<file path="src/rtl/bba_pkg.sv">
package bba_pkg;

    localparam int BLK_W   = 27;
    localparam int IN_W    = 88;
    localparam int OUT_W   = 40;
    localparam int Q_DEPTH = 2;

    typedef enum logic [2:0] {
        REQ_FIND  = 3'd0,
        REQ_NEXT  = 3'd1,
        REQ_RSV   = 3'd2,
        REQ_FREE  = 3'd3,
        REQ_RFREE = 3'd4,
        REQ_RUSED = 3'd5,
        REQ_STAT  = 3'd6,
        REQ_NONE  = 3'd7
    } req_t;

    typedef enum logic [1:0] {
        ST_OK     = 2'd0,
        ST_NOFREE = 2'd1,
        ST_RANGE  = 2'd2
    } status_t;

    typedef struct packed {
        req_t             op;
        logic [BLK_W-1:0] start_blk;
        logic [BLK_W-1:0] end_blk;
    } cmd_t;

endpackage

</file>
<file path="src/rtl/bba_fifo.sv">
module bba_fifo import bba_pkg::*; (
    input  logic aclk,
    input  logic aresetn,
    input  logic in_valid,
    output logic in_ready,
    input  cmd_t in_cmd,
    output logic out_valid,
    input  logic out_ready,
    output cmd_t out_cmd
);

    cmd_t       q_reg [Q_DEPTH];
    logic       wp_reg;
    logic       rp_reg;
    logic [1:0] cnt_reg;
    logic       push;
    logic       pop;

    assign in_ready  = (cnt_reg != 2'(Q_DEPTH));
    assign out_valid = (cnt_reg != 2'd0);
    assign out_cmd   = q_reg[rp_reg];
    assign push      = in_valid && in_ready;
    assign pop       = out_valid && out_ready;

    always_ff @(posedge aclk) begin
        if (!aresetn) begin
            wp_reg  <= 1'b0;
            rp_reg  <= 1'b0;
            cnt_reg <= 2'd0;
        end else begin
            if (push) begin
                wp_reg <= ~wp_reg;
            end
            if (pop) begin
                rp_reg <= ~rp_reg;
            end
            if (push && !pop) begin
                cnt_reg <= cnt_reg + 2'd1;
            end else if (pop && !push) begin
                cnt_reg <= cnt_reg - 2'd1;
            end
        end
        if (push) begin
            q_reg[wp_reg] <= in_cmd;
        end
    end

endmodule

</file>
<file path="config.mk">
export PLATFORM = sky130hd
export DESIGN_NAME = bba_fifo
export DESIGN_NICKNAME = d
export VERILOG_FILES = /design/src/rtl/bba_pkg.sv /design/src/rtl/bba_fifo.sv
export SDC_FILE = /design/constraint.sdc
export NUM_CORES = 1
export LEC_CHECK = 0
export BUFFER_PORTS_ARGS = -buffer_cell sky130_fd_sc_hd__buf_2
export CAP_MARGIN = 5
export CORE_ASPECT_RATIO = 1.25
export CORE_MARGIN = 3
export CORE_UTILIZATION = 40
export DETAILED_ROUTE_END_ITERATION = 16
export GPL_ROUTABILITY_DRIVEN = 0
export HOLD_SLACK_MARGIN = 0.12
export PLACE_DENSITY_LB_ADDON = 0.3
export SETUP_SLACK_MARGIN = 0.5
export SLEW_MARGIN = 40
export SYNTH_ARGS = -nofsm -noshare
export SYNTH_HDL_FRONTEND = slang
export SYNTH_SLANG_ARGS = --single-unit
</file>
<file path="constraint.sdc">
create_clock -name aclk -period 3.1 [get_ports aclk]
set_input_delay 0.31 -clock aclk [delete_from_list [all_inputs] [get_ports aclk]]
set_output_delay 0.31 -clock aclk [all_outputs]
set_load 0.1 [all_outputs]
</file>
==> run metrics <==
initial antenna violation count=0; Worst-Skew Late Latency=0.40 ns; Mapped Area=0.00436 mm2; Power Dens Cells=1110 mW/mm2; slowest cell on the critical path=mux2_2; slew margin rel.=48.5%; hold path startpoint=aresetn; final hold vios=0; number of synthesized flops with an enable pin=114; 1st-pass router iterations=4; die height=123 um; CTS Buf Count=17; CTS tree=yes; most frequent cell after synthesis=edfxtp_1; first-pass GRT wire length=12,900 um; ANT nets after route=0; share of the synthesized area in the top cell type=78.5%; core region area=0.0106 mm2; die width=99.4 um; Clk pin slew, worst setup/hold paths=0.05 ns; clock buffer depth=2; Ys Warns=0; Sw Ratio=42.2%; CP delay by family, top=buffers and inverters; Worst-Margin Slew=0.772 ns; Setup Crit Path Kind=reg -> out; diode count=0; # nets final=457; Logic pwr share=39.9%; Async S/R FF share, synth=0%; area delta synth->final=45.4%; Detailed Place HPWL=5120 um; Tcrit/Tclk final=68.0%; clock root cell=clkbuf_16; syn avg cell area=21.7 um2; DR iter-0 viols=114; unrepaired setup endpoints after global routing=false; max incr delay on CP=0.40 ns; VDD IR max=0.000739 V; WL met2=4400 um; io pins=120; synth unique cells=21; Post-Syn Nets=263; WHS Path Cells=2; hold buffers post-CTS=57; area of the die=0.0122 mm2; fillers=803; Reg power frac=29.5%; Stages on worst setup path=3; Routed wire per std cell=15.4 um; Synth area leaders=edfxtp_1, mux2_2, dfxtp_1, buf_6, and2_1; vias in the first global route=2,609; worst path required time=2.79 ns; startpoint types=flop; CP bufs+invs=2; sequential element share of the synthesized area=80.8%; worst-path cell chain=buf_4 > mux2_2 > buf_2; Reg2Reg Depth=3; via count=2,453; Peak Freq=0.474 GHz; Clock Power Share=30.7%; pin count of the biggest net entering global routing=58; clock skew=0.00654 ns; switching pwr=2970 uW; final slew viol count=0; H-tree level count=4; vias per std cell=4.54; CP arrival=1.80 ns; WL final=8320 um; CP max FO=31; worst reg-to-reg setup slack=1.23 ns; number of remaining DRC errors=0; number of port buffers=119; WHS Endpoint=rp_reg; Lkg Pwr=0.00242 uW; post-route core utilization=59.7%; Gate Count Post-Synth=201; Synth Flop Type=edfxtp_1; Period minus WS final=2.11 ns; fraction of layout cells with a size suffix above 1=52.9%; Resized cells post-CTS=0; Seq cells post-synth=119; Internal=4060 uW; most frequent cells after synthesis=edfxtp_1, mux2_2, dfxtp_1; CP Capture Type=primary output; area leader, netlist=edfxtp_1; Setup-failing EPs final=0; Initial Util=41.1%; gr usage total=14.4%; Max Used Layer=met4; CTS sink cnt=119; Worst R2R Start=cnt_reg[0]; number of flip-flops in the largest register=114; Hold Crit Class=in -> reg; status=completed; max cap viols=0; M1 WL=3340 um; DR WL met3=476 um; post-CTS setup buffers=0; number of core rows=42; total congestion overflow=0; Crit Reg-Reg Endpoint=q_reg[1][1]; total negative slack=0 ns
-- per-stage QoR --
step           hold slack [ns]  total power, uW  std cells  setup WS, ns  cell area [um2]
2_1_floorplan            0.409             4490        201         0.689             4360
3_3_place_gp             0.500             4850        451          1.23             5110
3_5_place_dp             0.501             4870        451          1.18             5110
4_1_cts                  0.155             7100        540         0.945             6340
5_1_grt                  0.158             7260        540         0.911             6340
6_report                 0.175             7030        540         0.992             6340
-- worst max path at each step --
stage                   to        from
3_3_place_gp   q_reg[1][5]  cnt_reg[0]
6_report       out_cmd[54]        flop
5_1_grt        out_cmd[54]        flop
2_1_floorplan  q_reg[0][0]  cnt_reg[0]
3_5_place_dp   q_reg[1][1]  cnt_reg[0]
4_1_cts        out_cmd[54]        flop
-- area by class of cell --
cell class	count	area [um2]	share of cell area (%)
multi-input combinational	75	782	12.3
tap	132	165	2.61
clock inverter	15	233	3.67
sequential	119	3520	55.6
clock buffer	17	425	6.71
inverter	1	3.75	0.0592
timing repair buffer	181	1200	19.0
-- cells by family after synthesis --
kind of cell / after synthesis / synth area share [%]
flip-flops: 119 / 80.8
multiplexers: 57 / 14.7
AND/OR/NAND/NOR: 9 / 1.49
buffers and inverters: 7 / 1.26
AO/OA/AOI/OAI: 5 / 0.804
XOR/XNOR: 3 / 0.603
adder cells (fa/ha/maj): 1 / 0.287
-- layer usage --
layer  global-route usage (%)  up-vias
li1                         -     1185
met4                     6.92        0
met1                     15.6     1184
met2                     24.5       77
met3                     5.63        7
met5                        0        -
-- placed cells by master, fill, tap and decap left out --
master         instances
buf_2                119
edfxtp_1             114
mux2_2                57
dlygate4sd3_1         57
clkbuf_16             17
bufinv_16              6
buf_4                  5
and2_1                 4
dfxtp_1                4
clkinv_1               3
clkinvlp_4             3
xnor2_1                2
clkinv_2               2
nand2b_4               1
or2_2                  1
and3_2                 1
o21ai_1                1
nand3b_1               1
inv_2                  1
a21bo_2                1
a21boi_0               1
xor2_1                 1
o21ai_0                1
or3_1                  1
a21boi_1               1
ha_1                   1
dfxtp_2                1
clkinv_4               1
-- power groups by stage --
| stage | Sequential (uW) | Clock [uW] | Combinational [uW] |
|---|---|---|---|
| 2_1_floorplan | 2090 | 0 | 2400 |
| 3_3_place_gp | 2090 | 0 | 2760 |
| 3_5_place_dp | 2100 | 0 | 2770 |
| 4_1_cts | 2070 | 2200 | 2830 |
| 5_1_grt | 2090 | 2270 | 2900 |
| 6_report | 2070 | 2160 | 2800 |
No activity file was read; power rests on OpenSTA's default activity.
