File: src/rtl/bba_pkg.sv
package bba_pkg;

    localparam int BLK_W   = 27;
    localparam int IN_W    = 88;
    localparam int OUT_W   = 40;
    localparam int Q_DEPTH = 2;

    typedef enum logic [2:0] {
        REQ_FIND  = 3'd0,
        REQ_NEXT  = 3'd1,
        REQ_RSV   = 3'd2,
        REQ_FREE  = 3'd3,
        REQ_RFREE = 3'd4,
        REQ_RUSED = 3'd5,
        REQ_STAT  = 3'd6,
        REQ_NONE  = 3'd7
    } req_t;

    typedef enum logic [1:0] {
        ST_OK     = 2'd0,
        ST_NOFREE = 2'd1,
        ST_RANGE  = 2'd2
    } status_t;

    typedef struct packed {
        req_t             op;
        logic [BLK_W-1:0] start_blk;
        logic [BLK_W-1:0] end_blk;
    } cmd_t;

endpackage

File: src/rtl/bba_front.sv
module bba_front import bba_pkg::*; #(
    parameter int BLOCK_SIZE_LOG2 = 12
) (
    input  logic            aclk,
    input  logic            aresetn,
    input  logic            en,
    input  logic            s_tvalid,
    output logic            s_tready,
    input  logic [IN_W-1:0] s_tdata,
    output logic            out_valid,
    input  logic            out_ready,
    output cmd_t            out_cmd
);

    logic        v_reg;
    cmd_t        cmd_reg;
    cmd_t        cmd_next;
    req_t        req;
    logic [31:0] rs;
    logic [31:0] re;
    logic [32:0] re_up;

    assign s_tready  = en && (!v_reg || out_ready);
    assign out_valid = v_reg;
    assign out_cmd   = cmd_reg;

    assign req   = req_t'(s_tdata[2:0]);
    assign rs    = s_tdata[49:18];
    assign re    = s_tdata[81:50];
    assign re_up = {1'b0, re} + 33'((64'd1 << BLOCK_SIZE_LOG2) - 64'd1);

    always_comb begin
        cmd_next.op      = req;
        cmd_next.end_blk = BLK_W'(re_up >> BLOCK_SIZE_LOG2);
        case (req)
            REQ_RSV, REQ_FREE, REQ_STAT: begin
                cmd_next.start_blk = BLK_W'(s_tdata[17:3]);
            end
            REQ_NEXT: begin
                cmd_next.start_blk = '0;
            end
            default: begin
                cmd_next.start_blk = BLK_W'(rs >> BLOCK_SIZE_LOG2);
            end
        endcase
    end

    always_ff @(posedge aclk) begin
        if (!aresetn) begin
            v_reg <= 1'b0;
        end else if (s_tvalid && s_tready) begin
            v_reg <= 1'b1;
        end else if (out_ready) begin
            v_reg <= 1'b0;
        end
        if (s_tvalid && s_tready) begin
            cmd_reg <= cmd_next;
        end
    end

endmodule

File: config.mk
export PLATFORM = sky130hd
export DESIGN_NAME = bba_front
export DESIGN_NICKNAME = d
export VERILOG_FILES = /design/src/rtl/bba_pkg.sv /design/src/rtl/bba_front.sv
export SDC_FILE = /design/constraint.sdc
export NUM_CORES = 1
export LEC_CHECK = 0
export BUFFER_PORTS_ARGS = -buffer_cell sky130_fd_sc_hd__buf_4
export CORE_MARGIN = 2
export CORE_UTILIZATION = 41
export DETAILED_ROUTE_END_ITERATION = 10
export MAX_ROUTING_LAYER = met4
export PLACE_DENSITY = 0.81
export SLEW_MARGIN = 15
export SYNTH_ARGS = -nofsm -noshare
export SYNTH_HDL_FRONTEND = slang
export SYNTH_SLANG_ARGS = --single-unit
File: constraint.sdc
create_clock -name aclk -period 2.5 [get_ports aclk]
set_input_delay 0.125 -clock aclk [delete_from_list [all_inputs] [get_ports aclk]]
set_output_delay 0.125 -clock aclk [all_outputs]
set_load 0.01 [all_outputs]
==> impl_metrics.py <==
metrics = {
    "run_status": {
        "outcome": "completed",
    },
    "placed_design": {
        "dpl.hpwl_mm": 3.98,
        "dp_cells": 333,
        "io_buffers": 120,
        "gp_congestion": 0.771,
    },
    "synthesis": {
        "syn_inst": 147,
        "synth_seq_cells": 45,
        "yosysWarningCount": 0,
        "ys_seq_area_share_pct": 63.8,
        "synthDistinctLibCells": 29,
        "synth_area_mm2": 0.00210,
        "syn_avg_cell_area_um2": 14.3,
    },
    "worst_setup_path": {
        "crit_start": "out_valid",
        "crit_chain": "nand2b_1 > and2_1 > nand2_1 > clkinv_1 > buf_12",
        "slowest_delay_ps": 610,
        "r2r_start": "out_valid",
        "crit_type": "flop to flop",
        "worst_ep_required_time_ps": 2540,
        "timing.reg2reg.worst_path_depth": 5,
        "critPathMaxFanout": 23,
        "cp-end-kind": "flop",
        "crit_arrival_ps": 2000,
        "regToRegSetupSlack_ps": 550,
        "crit_path_end": "out_cmd[56]",
        "crit_slowest_cell": "clkinv_1",
        "rr_endpoint": "out_cmd[56]",
        "critPathLaunchType": "flop",
    },
    "floorplanning": {
        "coreArea_mm2": 0.00501,
        "initial_utilization_pct": 41.9,
        "rows": 26,
        "io_pins": 152,
        "die_h_um": 75.6,
        "die_x_um": 75.6,
        "fp.dieArea_mm2": 0.00571,
    },
    "sta": {
        "tightest_slew_ps": 769,
        "finalCritPeriodShare_pct": 78.2,
        "rsz0062_at_grt": "no",
        "finalCriticalPeriod_ps": 1950,
        "final.setup.tns_ps": 0,
        "finalSetupViolCount": 0,
        "hold_viol": 0,
        "fmax_mhz": 512,
        "relSlewSlack_pct": 48.4,
        "fin_worst_skew_ps": 4.57,
        "whs_ps": 24.5,
        "slew_viol_final": 0,
    },
    "finish": {
        "seqCellArea_mm2": 0.00134,
        "final_cells": 341,
        "fill_cells": 408,
        "drive_above_1_share_pct": 49.4,
        "final_util_pct": 62.8,
        "synthToLayoutAreaGrowth_pct": 49.8,
        "fin_nets": 363,
        "diodes": 0,
        "multiInputGateArea_um2": 672,
    },
    "power": {
        "vdd_drop_max_uv": 330,
        "p_clk_share_pct": 30.9,
        "combinationalPowerShare_pct": 16.8,
        "p_leak_nw": 1.34,
        "p_int_mw": 1.33,
        "p_sw_share_pct": 21.4,
        "pwr_density_cell_mw_per_mm2": 537,
        "power.switching_uw": 361,
        "seq_power_share_pct": 52.4,
        "total_power_mw": 1.69,
    },
    "drt": {
        "wirelength_mm": 5.15,
        "firstDrtPassIters": 4,
        "antenna_left": 0,
        "drt_iter0_drc": 75,
        "routedWlPerCell_um": 15.1,
        "num_vias": 1646,
        "drc": 0,
        "via_per_inst": 4.83,
    },
    "clock_network": {
        "clockRootBuffer": "clkbuf_8",
        "clkTransAtPathRegs_ps": 80,
        "cts_tree": "built",
        "cts_buffers": 5,
        "cts_resized": 0,
        "cts_buffer_depth": 2,
        "cts_num_sinks": 45,
        "clock_latency_ps": 290,
        "post-cts-setup-buffers": 0,
        "htreeDepth": 2,
        "cts_hold_buf": 0,
    },
    "grt": {
        "grt_busiest_layer": "met2",
        "grt_pass1_vias": 1546,
        "grt_usage_pct": 17.9,
        "antenna_found_initial": 0,
        "grt_pass1_wl_mm": 7.15,
        "met3_usage_pct": 5.56,
        "grt-ovfl-total": 0,
        "use_met2_pct": 32.9,
        "met1_usage_pct": 17.0,
        "grt_max_degree": 24,
    },
    "flow_run": {
        "maxCapViolCount": 0,
    },
    "min_path": {
        "holdPathStages": 1,
        "holdCritPathClass": "input port to flop",
    },
}
## critical path, delay by kind of cell, from the launching register on
kind / cells / cell delay, ps
buffers and inverters: 2 / 1030
flip-flops: 1 / 340
AND/OR/NAND/NOR: 3 / 340
## registers in the layout (all words and copies together) (netlist names)
signal	flops
out_valid	1
out_cmd	44
## per-layer routing
| metal | vias up | wire length, µm | share of wire (%) |
|---|---|---|---|
| met2 | 101 | 2720 | 53 |
| met4 | 0 | 135 | 2.6 |
| met3 | 10 | 568 | 11 |
| met1 | 759 | 1730 | 34 |
| li1 | 776 | - | - |
| met5 | - | 0 | 0 |
## power by group through the flow
stage | sequential (mW) | combinational (mW) | clock (mW)
final | 0.885 | 0.283 | 0.521
after global routing | 0.888 | 0.306 | 0.557
after CTS | 0.885 | 0.284 | 0.531
after detailed placement | 0.902 | 0.281 | 0
after global placement | 0.901 | 0.274 | 0
after floorplan | 0.922 | 0.101 | 0
## logic make-up after synthesis
| group | after synthesis | synth area share, % |
|---|---|---|
| DFF | 45 | 63.8 |
| AOI/OAI and AO/OA | 19 | 8.99 |
| other | 1 | 0.179 |
| muxes | 1 | 0.476 |
| xor gates and xnor gates | 20 | 8.34 |
| and+or+nand+nor | 40 | 11.7 |
| buffers and inverters | 21 | 6.49 |
## final cells by class
type / count / share of cell area [%]
repair buffers: 122 / 29.5
flip-flops and latches: 45 / 42.6
well taps: 70 / 2.78
inverters: 3 / 0.358
multi-input cells: 93 / 21.4
clock inverters: 2 / 1.07
clock buffers: 6 / 2.31
## layout by cell type, fill, tap and decap left out, drive strengths merged, types with 3 or more instances in the layout
cell    synthesis  routed
and2            6       6
buf            15     122
nand2           6       6
and3            3       3
a22o           15      15
xnor2          14      14
nor4            4       4
edfxtp         44      44
xor2            6       6
nand4           4       4
clkbuf          3       6
conb            1      13
and4            3       3
nand3           7       7
or4             3       3
## worst min path at each step
| stage | slack (ps) | endpoint | from |
|---|---|---|---|
| CTS | 20 | out_cmd[55] | s_tdata[1] |
| detailed placement | 320 | out_cmd[55] | s_tdata[1] |
| global route | 20 | out_cmd[55] | s_tdata[1] |
| global placement | 320 | out_cmd[55] | s_tdata[1] |
| floorplan | 220 | out_cmd[54] | s_tdata[0] |
| finish | 20 | out_cmd[55] | s_tdata[1] |
## synthesized netlist by cell type
library cell | count | area share (%)
buf_2 | 1 | 0.24
nand2b_1 | 1 | 0.30
mux2i_1 | 1 | 0.48
nand3_1 | 7 | 1.7
or4_4 | 2 | 1.1
dfxtp_1 | 1 | 0.95
and3_1 | 2 | 0.60
a22o_1 | 15 | 6.3
clkbuf_1 | 3 | 0.54
o31ai_4 | 1 | 1.0
and4_1 | 3 | 1.3
conb_1 | 1 | 0.18
and3_2 | 1 | 0.36
xnor2_1 | 14 | 5.8
nor4_1 | 4 | 1.2
or4_1 | 1 | 0.36
edfxtp_1 | 44 | 63
nor3_1 | 2 | 0.48
a21boi_0 | 1 | 0.36
buf_6 | 1 | 0.54
o311a_4 | 1 | 1.0
buf_4 | 13 | 4.6
nand2_1 | 6 | 1.1
a21boi_1 | 1 | 0.36
inv_1 | 3 | 0.54
and2_1 | 6 | 1.8
nand4_1 | 4 | 1.2
nor3b_1 | 1 | 0.36
xor2_1 | 6 | 2.5
## stage by stage
step	cell area (µm²)	worst slack, ps
after floorplan	2150	569
after detailed placement	3040	516
after CTS	3140	507
final	3150	546
after global routing	3150	337
after global placement	3040	584
Power figures use the tool's default switching activity.
